## src/hw/rtl/rational_arithmetic_unit_core_macros.svh

```systemverilog
// Assertion macros for the rational arithmetic unit.
`ifndef RATIONAL_ARITHMETIC_UNIT_CORE_MACROS_SVH
`define RATIONAL_ARITHMETIC_UNIT_CORE_MACROS_SVH
`ifndef SYNTH
`define RAU_ASSERT_IMP(label, clk, rst, ante, cons) \
   label: assert property (@(posedge clk) disable iff (rst) (ante) |-> (cons)) \
      else $error("assertion failed");
`define RAU_ASSERT_NEXT(label, clk, rst, ante, cons) \
   label: assert property (@(posedge clk) disable iff (rst) (ante) |=> (cons)) \
      else $error("assertion failed");
`else
`define RAU_ASSERT_IMP(label, clk, rst, ante, cons)
`define RAU_ASSERT_NEXT(label, clk, rst, ante, cons)
`endif
`endif

```

## src/hw/rtl/rau_pkg.sv

```systemverilog
// Package: types and constants of the rational arithmetic unit.
package rau_pkg;
   localparam int DEF_WIDTH = 32;
   localparam int NUM_W = 32;
   localparam int DEN_W = 31;
   localparam int OP_W = 3;
   localparam int WIDE_W = 64;

   typedef enum logic [OP_W-1:0] {
      OP_ADD = 3'd0, OP_SUB = 3'd1, OP_MUL = 3'd2,
      OP_DIV = 3'd3, OP_INV = 3'd4, OP_RED = 3'd5
   } op_type;

   typedef enum logic [1:0] {
      ALU_MUL = 2'd0, ALU_SUB = 2'd1, ALU_ADD = 2'd2
   } alu_op_type;

   typedef enum logic [3:0] {
      ST_IDLE, ST_MUL0, ST_MUL1, ST_MUL2, ST_COMB, ST_SIGN,
      ST_GCD, ST_DIVA, ST_DIVB, ST_CHECK, ST_DONE
   } state_type;

   typedef struct packed {
      logic start;
      logic divide;
   } div_ctl_type;
endpackage

```

## src/hw/rtl/rau_div.sv

```systemverilog
// Restoring divider: one quotient bit per cycle, 64-bit dividend.
module rau_div import rau_pkg::*; (
   input  logic              clock,
   input  logic              reset,
   input  div_ctl_type       ctl,
   input  logic [WIDE_W-1:0] dividend,
   input  logic [WIDE_W-1:0] divisor,
   output logic              done,
   output logic [WIDE_W-1:0] quotient
);
   logic [WIDE_W-1:0] q_ff, q_in, r_ff, r_in, d_ff, d_in;
   logic [WIDE_W:0] trial;
   logic [6:0] cnt_ff, cnt_in;
   logic busy_ff, busy_in, done_ff, done_in;

   always_comb begin
      q_in = q_ff; r_in = r_ff; d_in = d_ff; cnt_in = cnt_ff;
      busy_in = busy_ff; done_in = 1'b0;
      trial = {r_ff, q_ff[WIDE_W-1]} - {1'b0, d_ff};
      if (ctl.start && ctl.divide) begin
         q_in = dividend; r_in = '0; d_in = divisor; cnt_in = '0; busy_in = 1'b1;
      end else if (busy_ff) begin
         if (!trial[WIDE_W]) begin
            r_in = trial[WIDE_W-1:0];
            q_in = {q_ff[WIDE_W-2:0], 1'b1};
         end else begin
            r_in = {r_ff[WIDE_W-2:0], q_ff[WIDE_W-1]};
            q_in = {q_ff[WIDE_W-2:0], 1'b0};
         end
         cnt_in = cnt_ff + 7'd1;
         if (cnt_ff == 7'(WIDE_W - 1)) begin
            busy_in = 1'b0; done_in = 1'b1;
         end
      end
   end

   always_ff @(posedge clock) begin
      if (reset) begin
         busy_ff <= 1'b0; done_ff <= 1'b0;
      end else begin
         busy_ff <= busy_in; done_ff <= done_in;
      end
      q_ff <= q_in; r_ff <= r_in; d_ff <= d_in; cnt_ff <= cnt_in;
   end

   assign done = done_ff;
   assign quotient = q_ff;
endmodule

```

## config.mk

```make
export PLATFORM = sky130hd
export DESIGN_NAME = rau_div
export DESIGN_NICKNAME = d
export VERILOG_FILES = /design/src/hw/rtl/rational_arithmetic_unit_core_macros.svh /design/src/hw/rtl/rau_pkg.sv /design/src/hw/rtl/rau_div.sv
export SDC_FILE = /design/constraint.sdc
export NUM_CORES = 1
export LEC_CHECK = 0
export BUFFER_PORTS_ARGS = -buffer_cell sky130_fd_sc_hd__clkbuf_2
export CAP_MARGIN = 10
export CORE_ASPECT_RATIO = 1.1
export CORE_UTILIZATION = 35
export DETAILED_ROUTE_END_ITERATION = 10
export GPL_ROUTABILITY_DRIVEN = 0
export GPL_TIMING_DRIVEN = 1
export HOLD_SLACK_MARGIN = 0.1
export MAX_ROUTING_LAYER = met4
export PLACE_DENSITY = 0.5
export SLEW_MARGIN = 20
export SYNTH_ARGS = -nofsm -noshare
export SYNTH_HDL_FRONTEND = slang
export SYNTH_SLANG_ARGS = --single-unit
```

## constraint.sdc

```tcl
create_clock -name clock -period 8.4 [get_ports clock]
set_clock_uncertainty 0.1 [all_clocks]
set_input_delay 1.68 -clock clock [delete_from_list [all_inputs] [get_ports clock]]
set_output_delay 1.68 -clock clock [all_outputs]
set_load 0.02 [all_outputs]
```

==> results.sh, run 1 <==
export IMPL_required_ns=8.77
export IMPL_area_growth_pct=18.1
export IMPL_grt_overflow_total=0
export IMPL_min_from="cnt_ff[5]"
export IMPL_clk_pin_slew_worst_paths_ns=0.06
export IMPL_post_cts_buffers=0
export IMPL_grt_antenna_before_repair=1
export IMPL_mostFrequentLayoutCells="nand2_1, clkbuf_2, edfxtp_1, a21oi_1, o21ai_0"
export IMPL_path_max_fanout=58
export IMPL_finalMaxSlewViolations=0
export IMPL_cts_root_buf="clkbuf_16"
export IMPL_fin_nets=1705
export IMPL_cts_buffers=25
export IMPL_n_fill_cell=3423
export IMPL_avgSynthCellArea_um2=8.86
export IMPL_syn_area_mm2=0.0120
export IMPL_die_w_um=178
export IMPL_routedWlPerCell_um=16.5
export IMPL_startpoint_type="flop"
export IMPL_final_common_cell="nand2_1"
export IMPL_syn_num_nets=1550
export IMPL_yosys_warnings=0
export IMPL_pre_cts_slack_ns=3.77
export IMPL_clock_sinks=201
export IMPL_hold_viol_final=0
export IMPL_min_period_ns=4.39
export IMPL_cts_tree="built"
export IMPL_rsz0062_at_grt="no"
export IMPL_grt_max_degree=80
export IMPL_p_per_area_mw_per_mm2=235
export IMPL_hold_depth=2
export IMPL_leakage_nw=6.09
export IMPL_outcome="finished, final reports clean"
export IMPL_drcViolationCount=0
export IMPL_reg2reg_to="r_ff[0]"
export IMPL_synthesis_instances=1352
export IMPL_routed_wl_um=32400
export IMPL_period_share_pct=52.2
export IMPL_clk_latency_ns=0.54
export IMPL_instances_no_fill=1959
export IMPL_endpoint_kind="flop"
export IMPL_multi_input_area_mm2=0.00604
export IMPL_setup_violations=0
export IMPL_regArea_mm2=0.00531
export IMPL_synth_main_ff_cell="edfxtp_1"
export IMPL_port_buffers=196
export IMPL_setup_tns_ns=0
export IMPL_min_delay_path_class="flop to flop"
export IMPL_hold_buffers=0
export IMPL_cp_arrival_ns=4.75
export IMPL_hpwl_um=23800
export IMPL_routed_via_count=10100
export IMPL_drtAntennaViolNets=0
export IMPL_maxCapViolations=0
export IMPL_initialDrtViolationCount=571
export IMPL_layout_drive_gt1_share_pct=16.6
export IMPL_viasPerCell=5.16
export IMPL_ys_async_sr_fraction_pct=0
export IMPL_die_area_mm2=0.0350
export IMPL_worstSetupPathType="flop to flop"
export IMPL_groute_usage_overall_pct=19.1
export IMPL_cts_resized=0
export IMPL_peakVddDrop_uv=145
export IMPL_r2r_start="quotient[63]"
export IMPL_fmax_mhz=228
export IMPL_rrSetupSlack_ns=4.01
export IMPL_r2r_cells=14
export IMPL_finalWorstSetupSlack_ns=4.01
export IMPL_initial_core_util_pct=35.8
export IMPL_ys_ff_latch=201
export IMPL_io_pins=197
export IMPL_die_h_um=196
export IMPL_whs_endpoint="cnt_ff[5]"
export IMPL_synth_edff_count=128
export IMPL_slew_headroom_pct=38.7
export IMPL_clockBufferDepth=3
export IMPL_cts_htree_levels=1
export IMPL_synth_distinct_cells=63
export IMPL_synth_seq_area_share_pct=44.3
export IMPL_grt_pass1_wl_um=52200
export IMPL_core_area_mm2=0.0335
export IMPL_grt_pass1_vias=9881
export IMPL_rows=70
export IMPL_place_inst=1912
export IMPL_worst_pin_slew_ns=0.920
export IMPL_firstDrtPassIters=5
## flip-flops by register name, indices dropped and copies added (netlist names)
name	cells
r_ff	64
done	1
quotient	64
cnt_ff	7
busy_ff	1
d_ff	64
## synthesized netlist by cell type, drive strengths merged (7+ instances only)
cell type,number,area (um^2)
nand4,26,163
ha,65,813
o211ai,9,67.6
nor3,24,120
nor2,68,255
or3,8,50.1
dfxtp,73,1460
and3,7,43.8
o21bai,17,128
a31oi,17,106
o21ai,98,490
clkbuf,60,226
o21a,10,75.1
mux2i,49,490
edfxtp,128,3840
nand2,267,1000
xor2,20,175
xnor2,39,342
buf,14,83.8
nand3,18,90.1
a21o,24,180
a211oi,25,200
inv,88,330
a21oi,124,621
## final cells by class
class,count,area share [%]
diodes,1,0.0177
multi-input cells,989,42.7
clock buffers,37,5.10
repair buffers,202,7.26
inverters,88,2.37
clock inverters,9,1.18
flip-flops and latches,201,37.6
well taps,432,3.82
## how the worst max path moves through the flow
stage                 start     endpoint  slack, ns  cells past startpoint
2_1_floorplan        ctl[1]      d_ff[0]       3.76                      4
3_3_place_gp         ctl[1]  quotient[9]       3.78                      6
3_5_place_dp         ctl[1]  quotient[9]       3.77                      6
4_1_cts        quotient[63]      r_ff[0]       3.95                     14
5_1_grt             d_ff[4]      r_ff[0]       3.65                     13
6_report       quotient[63]      r_ff[0]       4.01                     14
## kinds of logic (layout without fill, tap and decap cells)
family / after synthesis / after routing / synth area share [%]
other: 0 / 1 / 0
xor gates and xnor gates: 59 / 59 / 4.32
and+or+nand+nor: 448 / 448 / 16.2
buffers and inverters: 162 / 336 / 5.35
adders and majority gates: 66 / 66 / 6.96
AOI/OAI and AO/OA: 366 / 366 / 18.7
muxes: 50 / 50 / 4.19
DFF: 201 / 201 / 44.3
## where the power goes
part | leakage (nW) | internal, mW | switching [mW] | total (mW)
Sequential | 1.83 | 1.17 | 0.0702 | 1.24
Combinational | 3.83 | 0.358 | 0.563 | 0.921
Clock | 0.431 | 0.719 | 0.440 | 1.16
## metal layers
| layer | GRT usage [%] | vias up | part of all wire (%) |
|---|---|---|---|
| li1 | - | 5140 | - |
| met5 | - | - | 0 |
| met2 | 31.5 | 194 | 49 |
| met4 | 5.15 | 0 | 2.1 |
| met1 | 24.4 | 4724 | 44 |
| met3 | 2.56 | 53 | 4.2 |
## per-stage QoR
step                cell area (um^2)  utilization [%]  total power [mW]  hold WS [ns]
floorplan                      12000                -              1.93         0.354
global placement               13200             39.6              2.17         0.361
detailed placement             13200             39.6              2.17         0.390
CTS                            14100             42.2              3.35         0.399
global route                   14100             42.3              3.51         0.410
finish                         14100             42.3              3.32         0.392
## worst max-delay path, stage by stage, from the launching register on
cell and delay [ns]:
edfxtp_1 0.36, inv_1 0.07, ha_1 0.22, fa_1 0.40, nor2b_1 0.19, o211ai_1 0.17, a211oi_1 0.32, o21ai_1 0.21
a31oi_1 0.34, o21ai_1 0.24, and3_1 0.27, a211oi_4 0.17, buf_4 0.69, mux2_2 0.41, a21oi_1 0.14
Note: power is estimated with default switching activity, not from simulation.
==> inputs of run 2 (changes only) <==
==> constraint.sdc (replaced) <==
create_clock -name clock -period 4.4 [get_ports clock]
set_clock_uncertainty 0.1 [all_clocks]
set_input_delay 0.88 -clock clock [delete_from_list [all_inputs] [get_ports clock]]
set_output_delay 0.88 -clock clock [all_outputs]
set_load 0.02 [all_outputs]
==> run 2 against run 1 <==
Power up 85%; sequential share of layout area up 0.053 points; final cell count up 0.20%; critical endpoint unchanged; register-to-register slack worse by 3.7 ns; combinational power up 93%; via count down 0.54%; routed wire length up 0.85%.
==> results.sh, run 2 (same netlist as run 1, synthesis figures left out) <==
export IMPL_post_cts_buffers=0
export IMPL_rows=70
export IMPL_drtAntennaViolNets=0
export IMPL_core_area_mm2=0.0335
export IMPL_viasPerCell=5.12
export IMPL_worst_pin_slew_ns=0.699
export IMPL_min_period_ns=4.05
export IMPL_die_area_mm2=0.0350
export IMPL_p_per_area_mw_per_mm2=435
export IMPL_io_pins=197
export IMPL_final_common_cell="nand2_1"
export IMPL_slew_headroom_pct=52.9
export IMPL_cts_htree_levels=1
export IMPL_max_stage_delay_ns=0.47
export IMPL_instances_no_fill=1963
export IMPL_routedWlPerCell_um=16.6
export IMPL_hpwl_um=23900
export IMPL_diodes=0
export IMPL_clk_latency_ns=0.54
export IMPL_clockBufferDepth=3
export IMPL_cts_tree="built"
export IMPL_rrSetupSlack_ns=0.35
export IMPL_clock_sinks=201
export IMPL_grt_overflow_total=0
export IMPL_grt_max_degree=99
export IMPL_hold_buffers=0
export IMPL_fmax_mhz=247
export IMPL_startpoint_type="flop"
export IMPL_n_fill_cell=3373
export IMPL_maxCapViolations=0
export IMPL_rsz0062_at_grt="no"
export IMPL_place_inst=1915
export IMPL_cts_buffers=26
export IMPL_initialDrtViolationCount=719
export IMPL_die_w_um=178
export IMPL_r2r_start="d_ff[4]"
export IMPL_hold_viol_final=0
export IMPL_area_growth_pct=17.9
export IMPL_slowest_stage="o21ai_1"
export IMPL_outcome="finished, final reports clean"
export IMPL_grt_pass1_wl_um=52300
export IMPL_min_from="cnt_ff[6]"
export IMPL_firstDrtPassIters=5
export IMPL_grt_pass1_vias=9626
export IMPL_period_share_pct=92.1
export IMPL_groute_usage_overall_pct=19.3
export IMPL_setup_tns_ns=0
export IMPL_fin_nets=1709
export IMPL_path_max_fanout=31
export IMPL_drcViolationCount=0
export IMPL_initial_core_util_pct=35.8
export IMPL_mostFrequentLayoutCells="nand2_1, clkbuf_2, edfxtp_1, a21oi_1, o21ai_0"
export IMPL_cts_resized=0
export IMPL_leakage_nw=6.08
export IMPL_cts_root_buf="clkbuf_16"
export IMPL_critPathTopFamily="compound AO/OA/AOI/OAI gates"
export IMPL_routed_wl_um=32700
export IMPL_setup_violations=0
export IMPL_worstSetupPathType="flop to flop"
export IMPL_final_util_pct=42.2
export IMPL_path_buf_inv=2
export IMPL_finalMaxSlewViolations=0
export IMPL_required_ns=4.76
export IMPL_min_delay_path_class="flop to flop"
export IMPL_peakVddDrop_uv=282
export IMPL_layout_drive_gt1_share_pct=16.6
export IMPL_routed_via_count=10100
export IMPL_path_cells="inv_1 -> ha_1 -> a21oi_1 -> nor2b_1 -> a211oi_1 -> o21ai_1 -> a31oi_1 -> o21ai_1 -> nand2_1 -> a211oi_4 -> buf_12 -> mux2_2 -> a21oi_1"
export IMPL_clk_pin_slew_worst_paths_ns=0.06
export IMPL_port_buffers=196
export IMPL_grt_antenna_before_repair=0
export IMPL_endpoint_kind="flop"
export IMPL_crit_path_start="d_ff[4]"
export IMPL_cp_arrival_ns=4.42
export IMPL_die_h_um=196
==> run 2: through the flow <==
stage / hold slack [ns] / worst slack, ns / cell area [um^2] / total power [mW]
2_1_floorplan: 0.354 / 0.561 / 12000 / 3.68
3_3_place_gp: 0.361 / 0.522 / 13300 / 4.17
3_5_place_dp: 0.378 / 0.424 / 13300 / 4.17
4_1_cts: 0.385 / 0.394 / 14100 / 6.22
5_1_grt: 0.384 / 0.0311 / 14100 / 6.53
6_report: 0.388 / 0.348 / 14100 / 6.14
==> run 2: report_power, final <==
group | switching [mW] | internal [mW]
logic | 1.08 | 0.697
registers | 0.135 | 2.23
clock network | 0.824 | 1.17
==> run 2: cell type report <==
type                    count  area, um^2  area share, %
repair buffers            205        1100           7.78
well taps                 432         541           3.83
inverters                  88         335           2.38
flip-flops and latches    201        5310           37.6
multi-input cells         989        6040           42.8
clock buffers              38         706           5.00
clock inverters            10        91.3          0.647
==> run 2: worst paths after layout <==
check	end	cells after the start
worst max-delay path	r_ff[0]	13
worst min-delay path	cnt_ff[6]	2
worst max register to register	r_ff[0]	13
worst min register to register	cnt_ff[6]	2
==> run 2: worst min-delay path, stage by stage (launching register included) <==
cell	delay, ns
dfxtp_1	0.31
o21ai_0	0.07
a21oi_1	0.06
==> run 2: metal layers <==
metal  GRT usage, %  vias up  wire length, um
met5              -        -                0
met3           2.48       42             1160
met1           25.7     4698            15200
li1               -     5165                -
met2           30.9      151            15700
met4           4.65        0              650
