## src/hw/rtl/rational_arithmetic_unit_core_macros.svh

```systemverilog
// Assertion macros for the rational arithmetic unit.
`ifndef RATIONAL_ARITHMETIC_UNIT_CORE_MACROS_SVH
`define RATIONAL_ARITHMETIC_UNIT_CORE_MACROS_SVH
`ifndef SYNTH
`define RAU_ASSERT_IMP(label, clk, rst, ante, cons) \
   label: assert property (@(posedge clk) disable iff (rst) (ante) |-> (cons)) \
      else $error("assertion failed");
`define RAU_ASSERT_NEXT(label, clk, rst, ante, cons) \
   label: assert property (@(posedge clk) disable iff (rst) (ante) |=> (cons)) \
      else $error("assertion failed");
`else
`define RAU_ASSERT_IMP(label, clk, rst, ante, cons)
`define RAU_ASSERT_NEXT(label, clk, rst, ante, cons)
`endif
`endif

```

## src/hw/rtl/rau_pkg.sv

```systemverilog
// Package: types and constants of the rational arithmetic unit.
package rau_pkg;
   localparam int DEF_WIDTH = 32;
   localparam int NUM_W = 32;
   localparam int DEN_W = 31;
   localparam int OP_W = 3;
   localparam int WIDE_W = 64;

   typedef enum logic [OP_W-1:0] {
      OP_ADD = 3'd0, OP_SUB = 3'd1, OP_MUL = 3'd2,
      OP_DIV = 3'd3, OP_INV = 3'd4, OP_RED = 3'd5
   } op_type;

   typedef enum logic [1:0] {
      ALU_MUL = 2'd0, ALU_SUB = 2'd1, ALU_ADD = 2'd2
   } alu_op_type;

   typedef enum logic [3:0] {
      ST_IDLE, ST_MUL0, ST_MUL1, ST_MUL2, ST_COMB, ST_SIGN,
      ST_GCD, ST_DIVA, ST_DIVB, ST_CHECK, ST_DONE
   } state_type;

   typedef struct packed {
      logic start;
      logic divide;
   } div_ctl_type;
endpackage

```

## src/hw/rtl/rau_gcd.sv

```systemverilog
// Binary gcd unit: one subtract and shift step per cycle on 64-bit magnitudes.
module rau_gcd import rau_pkg::*; (
   input  logic              clock,
   input  logic              reset,
   input  logic              start,
   input  logic [WIDE_W-1:0] a_val,
   input  logic [WIDE_W-1:0] b_val,
   output logic              done,
   output logic [WIDE_W-1:0] gcd_val
);
   logic [WIDE_W-1:0] a_ff, a_in, b_ff, b_in;
   logic [6:0] k_ff, k_in;
   logic busy_ff, busy_in, done_ff, done_in;

   always_comb begin
      a_in = a_ff; b_in = b_ff; k_in = k_ff; busy_in = busy_ff; done_in = 1'b0;
      if (start) begin
         a_in = a_val; b_in = b_val; k_in = '0; busy_in = 1'b1;
      end else if (busy_ff) begin
         if (b_ff == '0) begin
            busy_in = 1'b0; done_in = 1'b1;
         end else if (!a_ff[0] && !b_ff[0]) begin
            a_in = a_ff >> 1; b_in = b_ff >> 1; k_in = k_ff + 7'd1;
         end else if (!a_ff[0]) begin
            a_in = a_ff >> 1;
         end else if (!b_ff[0]) begin
            b_in = b_ff >> 1;
         end else if (a_ff > b_ff) begin
            a_in = b_ff; b_in = (a_ff - b_ff) >> 1;
         end else begin
            b_in = (b_ff - a_ff) >> 1;
         end
      end
   end

   always_ff @(posedge clock) begin
      if (reset) begin
         busy_ff <= 1'b0; done_ff <= 1'b0;
      end else begin
         busy_ff <= busy_in; done_ff <= done_in;
      end
      a_ff <= a_in; b_ff <= b_in; k_ff <= k_in;
   end

   assign done = done_ff;
   assign gcd_val = a_ff << k_ff[5:0];
endmodule

```

## config.mk

```make
export PLATFORM = sky130hd
export DESIGN_NAME = rau_gcd
export DESIGN_NICKNAME = d
export VERILOG_FILES = /design/src/hw/rtl/rational_arithmetic_unit_core_macros.svh /design/src/hw/rtl/rau_pkg.sv /design/src/hw/rtl/rau_gcd.sv
export SDC_FILE = /design/constraint.sdc
export NUM_CORES = 1
export LEC_CHECK = 0
export BUFFER_PORTS_ARGS = -buffer_cell sky130_fd_sc_hd__buf_2
export CORE_MARGIN = 2
export CORE_UTILIZATION = 41
export CTS_CLUSTER_DIAMETER = 40
export CTS_CLUSTER_SIZE = 25
export DETAILED_ROUTE_END_ITERATION = 8
export GPL_TIMING_DRIVEN = 0
export SETUP_SLACK_MARGIN = 0.02
export SLEW_MARGIN = 5
export SYNTH_ARGS = -nofsm -noshare
export SYNTH_HDL_FRONTEND = slang
export SYNTH_SLANG_ARGS = --single-unit
export TNS_END_PERCENT = 5
```

## constraint.sdc

```tcl
create_clock -name clock -period 9.46 [get_ports clock]
set_input_delay 1.892 -clock clock [delete_from_list [all_inputs] [get_ports clock]]
set_output_delay 1.892 -clock clock [all_outputs]
set_load 0.05 [all_outputs]
```

==> results of run 1 <==
[where the power goes]
part           internal, mW  switching, mW
combinational          1.02           2.25
sequential            0.806          0.210
clock                 0.381          0.315
total                  2.21           2.77
[layout make-up]
cell class	count	area, um^2	share of cell area
Multi-Input combinational cell	2050	13100	0.630
Timing Repair Buffer	196	1010	0.0487
Buffer	181	757	0.0365
Inverter	156	586	0.0282
Tap cell	592	741	0.0357
Sequential cell	136	4000	0.193
Clock buffer	21	470	0.0227
Antenna cell	2	5.00	0.000241
Clock inverter	11	97.6	0.00471
[cell usage in the layout, fill, tap and decap left out, types with 8 or more instances in the layout]
master,synthesis,layout
sky130_fd_sc_hd__or3_1,8,8
sky130_fd_sc_hd__buf_1,25,25
sky130_fd_sc_hd__xor2_1,18,18
sky130_fd_sc_hd__o21a_1,12,12
sky130_fd_sc_hd__xnor2_1,41,41
sky130_fd_sc_hd__o21bai_1,41,41
sky130_fd_sc_hd__clkbuf_1,111,112
sky130_fd_sc_hd__and2_1,12,12
sky130_fd_sc_hd__inv_1,155,155
sky130_fd_sc_hd__a21o_1,50,49
sky130_fd_sc_hd__nor4_1,21,21
sky130_fd_sc_hd__o211ai_1,13,13
sky130_fd_sc_hd__a21oi_1,308,308
sky130_fd_sc_hd__a31oi_1,17,17
sky130_fd_sc_hd__o31ai_1,12,12
sky130_fd_sc_hd__nand4_1,40,40
sky130_fd_sc_hd__mux4_2,50,50
sky130_fd_sc_hd__mux2i_1,97,97
sky130_fd_sc_hd__ha_1,130,130
sky130_fd_sc_hd__dfxtp_1,8,8
sky130_fd_sc_hd__o311ai_0,11,11
sky130_fd_sc_hd__nand2b_1,10,9
sky130_fd_sc_hd__o21ai_0,235,235
sky130_fd_sc_hd__nand2_1,406,406
sky130_fd_sc_hd__nor2b_1,8,8
sky130_fd_sc_hd__o22ai_1,23,23
sky130_fd_sc_hd__clkbuf_16,0,17
sky130_fd_sc_hd__nor2_1,280,280
sky130_fd_sc_hd__a221oi_1,11,11
sky130_fd_sc_hd__nand3_1,28,28
sky130_fd_sc_hd__a21boi_0,8,8
sky130_fd_sc_hd__edfxtp_1,128,128
sky130_fd_sc_hd__mux2_2,9,9
sky130_fd_sc_hd__nor3_1,31,31
sky130_fd_sc_hd__buf_2,37,231
sky130_fd_sc_hd__a211oi_1,16,16
[final timing paths]
check                                           from            endpoint  slack (ns)  depth (start not counted)
worst max-delay path            k_ff[0]$_SDFFE_PP0P_         gcd_val[34]        3.27                         10
worst min-delay path              busy_ff$_SDFF_PP0_     done$_SDFF_PP0_        0.49                          1
worst max register to register    a_ff[56]$_DFFE_PP_  a_ff[55]$_DFFE_PP_        3.43                         13
worst min register to register    busy_ff$_SDFF_PP0_     done$_SDFF_PP0_        0.49                          1
[routing by layer]
| metal | global-route usage | share of wire |
|---|---|---|
| met1 | 0.538 | 0.40 |
| met2 | 0.628 | 0.43 |
| met3 | 0.0882 | 0.11 |
| met4 | 0.192 | 0.054 |
| met5 | 0 | 0 |
[registers in the layout (all words and copies together), names as in the netlist]
| signal | count |
|---|---|
| busy_ff | 1 |
| a_ff | 64 |
| k_ff | 6 |
| done | 1 |
| b_ff | 64 |
[through the flow]
stage          power (mW)   util  hold WS (ns)  worst slack [ns]  instances
2_1_floorplan        3.03      -         0.444              4.37       2523
3_3_place_gp         4.13  0.455         0.466              2.41       3309
3_5_place_dp         4.13  0.456         0.479              3.64       3311
4_1_cts              4.82  0.469         0.491              3.25       3343
5_1_grt              5.18  0.469         0.501              3.07       3343
6_report             4.98  0.469         0.493              3.27       3345
[cells by family (layout without fill, tap and decap cells)]
logic type | Yosys count | in the layout | synth area share
AND/OR/NAND/NOR | 884 | 884 | 0.207
XOR/XNOR | 59 | 59 | 0.0281
flip-flops | 136 | 136 | 0.218
AO/OA/AOI/OAI | 818 | 818 | 0.264
adder cells (fa/ha/maj) | 132 | 132 | 0.0905
buffers and inverters | 337 | 565 | 0.0729
other | 0 | 2 | 0
multiplexers | 157 | 157 | 0.120
[worst max-delay path, delay by kind of cell, from the launching register on]
family	cells	cell delay [ns]
AOI/OAI and AO/OA	2	0.43
DFF	1	0.34
buffers and inverters	3	1.52
and+or+nand+nor	3	0.40
muxes	2	1.12
==> run_summary.xml, run 1 <==
<?xml version="1.0" encoding="UTF-8"?>
<metrics>
  <group name="yosys">
    <metric name="synth_cells" unit="">2523</metric>
    <metric name="netlist.area_leader.share" unit="">0.209</metric>
    <metric name="postSynthAreaPerCell" unit="um^2">7.30</metric>
    <metric name="synth_nets" unit="">2786</metric>
    <metric name="netlist_top_cells_area" unit="">sky130_fd_sc_hd__edfxtp_1 (21%), sky130_fd_sc_hd__ha_1 (8.8%), sky130_fd_sc_hd__a21oi_1 (8.4%), sky130_fd_sc_hd__nand2_1 (8.3%), sky130_fd_sc_hd__o21ai_0 (6.4%)</metric>
    <metric name="number_of_enable_type_register_cells_in_the_synthesized_netlist" unit="">128</metric>
    <metric name="synthTopCellsByCount" unit="">sky130_fd_sc_hd__nand2_1 (406), sky130_fd_sc_hd__a21oi_1 (308), sky130_fd_sc_hd__nor2_1 (280)</metric>
    <metric name="synth_area" unit="um^2">18400</metric>
    <metric name="synth_most_common_cell" unit="">sky130_fd_sc_hd__nand2_1</metric>
    <metric name="yosys_top_cell_by_area" unit="">sky130_fd_sc_hd__edfxtp_1</metric>
    <metric name="ys_async_sr_fraction" unit="">0</metric>
    <metric name="ys.flop_type" unit="">sky130_fd_sc_hd__edfxtp_1</metric>
    <metric name="synth.yosys.seq_area_share" unit="">0.218</metric>
    <metric name="synth_warn" unit="">0</metric>
    <metric name="synth.distinct_cells" unit="">81</metric>
    <metric name="yosys_register_bits" unit="">136</metric>
  </group>
  <group name="layout">
    <metric name="finish.net_count" unit="">3001</metric>
    <metric name="final_design_area_no_fill" unit="um^2">20700</metric>
    <metric name="fillCellCount" unit="">4656</metric>
    <metric name="syn2layout_area_growth" unit="%">12.7</metric>
    <metric name="post_route_cells_drive_above_1_share" unit="">0.132</metric>
  </group>
  <group name="sta">
    <metric name="grt_setup_unrepaired" unit="">no</metric>
    <metric name="report.final.slew_viol_count" unit="">0</metric>
    <metric name="clock_skew" unit="ns">0.0183</metric>
    <metric name="setup_viol_count_final" unit="">0</metric>
    <metric name="timing.fmax" unit="MHz">162</metric>
    <metric name="timing.max_slew.rel_slack" unit="">0.110</metric>
    <metric name="finalHoldViolations" unit="">0</metric>
    <metric name="tightest_slew" unit="ns">1.34</metric>
    <metric name="period_share" unit="">0.654</metric>
    <metric name="setup_total_negative_slack" unit="ns">0</metric>
    <metric name="post-route-min-period" unit="ns">6.19</metric>
  </group>
  <group name="cts">
    <metric name="holdBufCountCts" unit="">0</metric>
    <metric name="post_cts_resized" unit="">0</metric>
    <metric name="cts_tree" unit="">yes</metric>
    <metric name="number_of_levels_the_h_tree_was_split_into" unit="">4</metric>
    <metric name="cts_buffers" unit="">17</metric>
    <metric name="clkSlewWorstSetupHoldPaths" unit="ns">0.07</metric>
    <metric name="ctsRootBufferMaster" unit="">sky130_fd_sc_hd__clkbuf_16</metric>
    <metric name="cts_buffer_depth" unit="">2</metric>
    <metric name="clock_sink_count" unit="">136</metric>
    <metric name="postCtsSetupBuffers" unit="">0</metric>
    <metric name="clock_latency_reported_for_the_late_side_of_the_worst_skew_pair" unit="ns">0.48</metric>
  </group>
  <group name="route">
    <metric name="wl_per_cell" unit="um">28.9</metric>
    <metric name="vias" unit="">21353</metric>
    <metric name="detailedRoute.firstIterationViolations" unit="">2940</metric>
    <metric name="avgViaCountPerCell" unit="">6.38</metric>
    <metric name="detail-route-antenna-nets" unit="">0</metric>
    <metric name="totalWireLength" unit="um">96800</metric>
    <metric name="drtPass1Iterations" unit="">6</metric>
    <metric name="route.detailed.drc" unit="">0</metric>
  </group>
  <group name="floorplan">
    <metric name="die_y" unit="um">216</metric>
    <metric name="io_count" unit="">196</metric>
    <metric name="core.rowCount" unit="">77</metric>
    <metric name="fp.dieArea" unit="um^2">46600</metric>
    <metric name="floorplan.die.width" unit="um">216</metric>
    <metric name="initial_util" unit="">0.416</metric>
    <metric name="core_area" unit="um^2">44200</metric>
  </group>
  <group name="critical_path">
    <metric name="crit_path_max_incr_delay" unit="ns">0.80</metric>
    <metric name="timing_worst_setup_path_type" unit="">reg2out</metric>
    <metric name="critical_path.cell_chain" unit="">clkbuf_1 -&gt; buf_1 -&gt; mux4_2 -&gt; nand2_1 -&gt; nand2_1 -&gt; mux2i_1 -&gt; nor2_1 -&gt; a31oi_1 -&gt; o22ai_1 -&gt; buf_2</metric>
    <metric name="critical_path.slowest_cell" unit="">sky130_fd_sc_hd__buf_1</metric>
    <metric name="setup.worst_path.end_class" unit="">primary output</metric>
    <metric name="critical_path.max_fanout" unit="">10</metric>
    <metric name="startpoint_type" unit="">flip-flop</metric>
    <metric name="path_common_cell" unit="">sky130_fd_sc_hd__nand2_1</metric>
    <metric name="worst_ep_arrival_time" unit="ns">4.30</metric>
    <metric name="critical_path_required" unit="ns">7.57</metric>
  </group>
  <group name="placed_design">
    <metric name="place_hpwl" unit="um">80200</metric>
    <metric name="routabilityCongestion" unit="">1.12</metric>
    <metric name="cell_area_after_placement" unit="um^2">20200</metric>
    <metric name="portBuffers" unit="">194</metric>
  </group>
  <group name="power">
    <metric name="power_leakage" unit="nW">9.00</metric>
    <metric name="cellPowerDensity" unit="nW/um^2">240</metric>
    <metric name="vdd_ir_drop_max" unit="mV">0.157</metric>
  </group>
  <group name="outcome">
    <metric name="run_status" unit="">finished clean</metric>
  </group>
  <group name="grt">
    <metric name="grt.overflow.total" unit="">0</metric>
    <metric name="first_global_vias" unit="">20039</metric>
    <metric name="grt_pass1_wl" unit="um">137000</metric>
    <metric name="largest_net_degree_at_the_start_of_global_routing" unit="">37</metric>
    <metric name="grt_antenna_before_repair" unit="">0</metric>
    <metric name="grt_use_total" unit="">0.406</metric>
  </group>
  <group name="job">
    <metric name="maxCapViolations" unit="">0</metric>
  </group>
  <group name="worst_hold_path">
    <metric name="min_path_type" unit="">reg2reg</metric>
  </group>
</metrics>
Power figures use the tool's default switching activity.
==> run 2: changes to the inputs <==
==> constraint.sdc (replaced) <==
create_clock -name clock -period 5.17 [get_ports clock]
set_input_delay 1.034 -clock clock [delete_from_list [all_inputs] [get_ports clock]]
set_output_delay 1.034 -clock clock [all_outputs]
set_load 0.05 [all_outputs]
==> run 2 against run 1 <==
Against the previous run: largest cell class unchanged; critical path depth increased by 5; critical endpoint is now a_ff[59]$_DFFE_PP_; sequential share of layout area decreased by 0.063 points; cell area grew 0.33%.
==> run_summary.xml, run 2 (same netlist as run 1, synthesis figures left out) <==
<?xml version="1.0" encoding="UTF-8"?>
<metrics>
  <group name="floorplan">
    <metric name="die_y" unit="um">216</metric>
    <metric name="initial_util" unit="">0.416</metric>
    <metric name="io_count" unit="">196</metric>
    <metric name="core.rowCount" unit="">77</metric>
    <metric name="floorplan.die.width" unit="um">216</metric>
    <metric name="core_area" unit="um^2">44200</metric>
    <metric name="fp.dieArea" unit="um^2">46600</metric>
  </group>
  <group name="sta">
    <metric name="timing.fmax" unit="MHz">198</metric>
    <metric name="setup_total_negative_slack" unit="ns">0</metric>
    <metric name="timing.max_slew.rel_slack" unit="">0.0950</metric>
    <metric name="report.final.slew_viol_count" unit="">0</metric>
    <metric name="setup_viol_count_final" unit="">0</metric>
    <metric name="finalHoldViolations" unit="">0</metric>
    <metric name="grt_setup_unrepaired" unit="">no</metric>
    <metric name="tightest_slew" unit="ns">1.36</metric>
    <metric name="post-route-min-period" unit="ns">5.05</metric>
    <metric name="clock_skew" unit="ns">0.0165</metric>
    <metric name="period_share" unit="">0.976</metric>
    <metric name="fin_ws" unit="ns">0.124</metric>
  </group>
  <group name="route">
    <metric name="totalWireLength" unit="um">96600</metric>
    <metric name="vias" unit="">21201</metric>
    <metric name="drtPass1Iterations" unit="">6</metric>
    <metric name="detailedRoute.firstIterationViolations" unit="">2692</metric>
    <metric name="avgViaCountPerCell" unit="">6.33</metric>
    <metric name="wl_per_cell" unit="um">28.8</metric>
    <metric name="detail-route-antenna-nets" unit="">0</metric>
    <metric name="route.detailed.drc" unit="">0</metric>
  </group>
  <group name="power">
    <metric name="power_leakage" unit="nW">9.04</metric>
    <metric name="vdd_ir_drop_max" unit="mV">0.289</metric>
    <metric name="cellPowerDensity" unit="nW/um^2">439</metric>
    <metric name="p_total" unit="mW">9.14</metric>
  </group>
  <group name="grt">
    <metric name="grt_pass1_wl" unit="um">137000</metric>
    <metric name="grt.overflow.total" unit="">0</metric>
    <metric name="grt_antenna_before_repair" unit="">0</metric>
    <metric name="first_global_vias" unit="">20057</metric>
    <metric name="largest_net_degree_at_the_start_of_global_routing" unit="">37</metric>
    <metric name="grt_use_total" unit="">0.406</metric>
  </group>
  <group name="worst_hold_path">
    <metric name="hold_path_depth" unit="">1</metric>
    <metric name="worst_hold_startpoint" unit="">busy_ff$_SDFF_PP0_</metric>
    <metric name="min_path_type" unit="">reg2reg</metric>
    <metric name="worstHoldEndpoint" unit="">done$_SDFF_PP0_</metric>
  </group>
  <group name="critical_path">
    <metric name="reg2reg_to" unit="">a_ff[59]$_DFFE_PP_</metric>
    <metric name="rr_startpoint" unit="">a_ff[55]$_DFFE_PP_</metric>
    <metric name="ff2ff_setup_slack" unit="ns">0.12</metric>
    <metric name="rr_worst_depth" unit="">15</metric>
    <metric name="critical_path.max_fanout" unit="">34</metric>
    <metric name="setup.worst_path.end_class" unit="">flip-flop</metric>
    <metric name="worst_ep_arrival_time" unit="ns">5.21</metric>
    <metric name="critical_path_required" unit="ns">5.33</metric>
    <metric name="startpoint_type" unit="">flip-flop</metric>
    <metric name="timing_worst_setup_path_type" unit="">reg2reg</metric>
  </group>
  <group name="layout">
    <metric name="layout.cells.most_common_list" unit="">sky130_fd_sc_hd__nand2_1 (406), sky130_fd_sc_hd__a21oi_1 (308), sky130_fd_sc_hd__nor2_1 (280), sky130_fd_sc_hd__o21ai_0 (234), sky130_fd_sc_hd__buf_2 (232)</metric>
    <metric name="post_route_cells_drive_above_1_share" unit="">0.137</metric>
    <metric name="layout.cells.most_common" unit="">sky130_fd_sc_hd__nand2_1</metric>
    <metric name="registers_with_the_highest_flip_flop_counts" unit="">a_ff x64, b_ff x64, k_ff x6</metric>
    <metric name="layoutNonFillerInstCount" unit="">3348</metric>
    <metric name="syn2layout_area_growth" unit="%">13.0</metric>
    <metric name="finish.net_count" unit="">3003</metric>
    <metric name="final_design_area_no_fill" unit="um^2">20800</metric>
  </group>
  <group name="placed_design">
    <metric name="dp_worst_setup_slack" unit="ns">-0.646</metric>
    <metric name="place_hpwl" unit="um">80200</metric>
    <metric name="cell_area_after_placement" unit="um^2">20200</metric>
    <metric name="placed_cells_incl_taps" unit="">3311</metric>
    <metric name="portBuffers" unit="">194</metric>
    <metric name="routabilityCongestion" unit="">1.12</metric>
  </group>
  <group name="cts">
    <metric name="holdBufCountCts" unit="">0</metric>
    <metric name="cts_tree" unit="">yes</metric>
    <metric name="cts_buffer_depth" unit="">2</metric>
    <metric name="number_of_levels_the_h_tree_was_split_into" unit="">4</metric>
    <metric name="clock_latency_reported_for_the_late_side_of_the_worst_skew_pair" unit="ns">0.48</metric>
    <metric name="clkSlewWorstSetupHoldPaths" unit="ns">0.06</metric>
    <metric name="ctsRootBufferMaster" unit="">sky130_fd_sc_hd__clkbuf_16</metric>
    <metric name="clock_sink_count" unit="">136</metric>
    <metric name="cts_buffers" unit="">17</metric>
  </group>
  <group name="outcome">
    <metric name="run_status" unit="">finished clean</metric>
  </group>
  <group name="job">
    <metric name="maxCapViolations" unit="">0</metric>
  </group>
</metrics>
run 2: final cells by class:
cell class,instances,area [um^2]
fill,4656,23400
multi-input combinational,2050,13100
sequential,136,4000
timing repair buffer,198,1030
buffer,181,779
tap,592,741
inverter,156,586
clock buffer,21,470
clock inverter,11,97.6
antenna,3,7.51
run 2: power breakdown:
part / switching [mW] / total [mW] / internal (mW) / leakage [nW]
Combinational: 4.12 / 6.01 / 1.89 / 7.41
Sequential: 0.382 / 1.86 / 1.48 / 1.36
Clock: 0.570 / 1.27 / 0.698 / 0.273
run 2: worst max path at each step:
stage,start,to,slack [ns],cells past startpoint
6_report,a_ff[55]$_DFFE_PP_,a_ff[59]$_DFFE_PP_,0.12,15
2_1_floorplan,a_ff[0]$_DFFE_PP_,a_ff[10]$_DFFE_PP_,0.64,14
3_5_place_dp,a_ff[56]$_DFFE_PP_,a_ff[55]$_DFFE_PP_,-0.65,13
4_1_cts,k_ff[0]$_SDFFE_PP0P_,gcd_val[48],-0.02,10
3_3_place_gp,a_ff[56]$_DFFE_PP_,a_ff[55]$_DFFE_PP_,-1.63,12
5_1_grt,a_ff[55]$_DFFE_PP_,a_ff[45]$_DFFE_PP_,0.05,15
run 2: critical path, cell delays in order, from the launching register on:
cell and delay [ns]:
sky130_fd_sc_hd__edfxtp_1 0.57, sky130_fd_sc_hd__inv_1 0.09, sky130_fd_sc_hd__ha_1 0.28, sky130_fd_sc_hd__buf_2 0.22, sky130_fd_sc_hd__nand2_1 0.17, sky130_fd_sc_hd__o21ai_0 0.34
sky130_fd_sc_hd__a21oi_1 0.12, sky130_fd_sc_hd__o311ai_2 0.59, sky130_fd_sc_hd__o21ai_0 0.35, sky130_fd_sc_hd__nor2_4 0.32, sky130_fd_sc_hd__buf_2 0.30, sky130_fd_sc_hd__buf_2 0.40
sky130_fd_sc_hd__nor2_1 0.06, sky130_fd_sc_hd__o21ai_0 0.22, sky130_fd_sc_hd__a21o_4 0.41, sky130_fd_sc_hd__buf_12 0.26
run 2: metal layers:
metal | GRT usage | vias to the layer above | share of wire
li1 | - | 9486 | -
met3 | 0.0909 | 223 | 0.11
met4 | 0.195 | 0 | 0.055
met2 | 0.627 | 1414 | 0.43
met1 | 0.538 | 10078 | 0.40
met5 | 0 | - | 0
run 2: repair_timing:
action	CTS	global route
cloned	0	0
buffers inserted	2	0
setup endpoints to repair	93	25
gates resized for setup	8	13
pin swaps	1	0
run 2: metrics by stage:
step           hold WS [ns]  utilization
2_1_floorplan         0.444            -
3_3_place_gp          0.466        0.455
3_5_place_dp          0.479        0.456
4_1_cts               0.491        0.470
5_1_grt               0.501        0.470
6_report              0.493        0.471
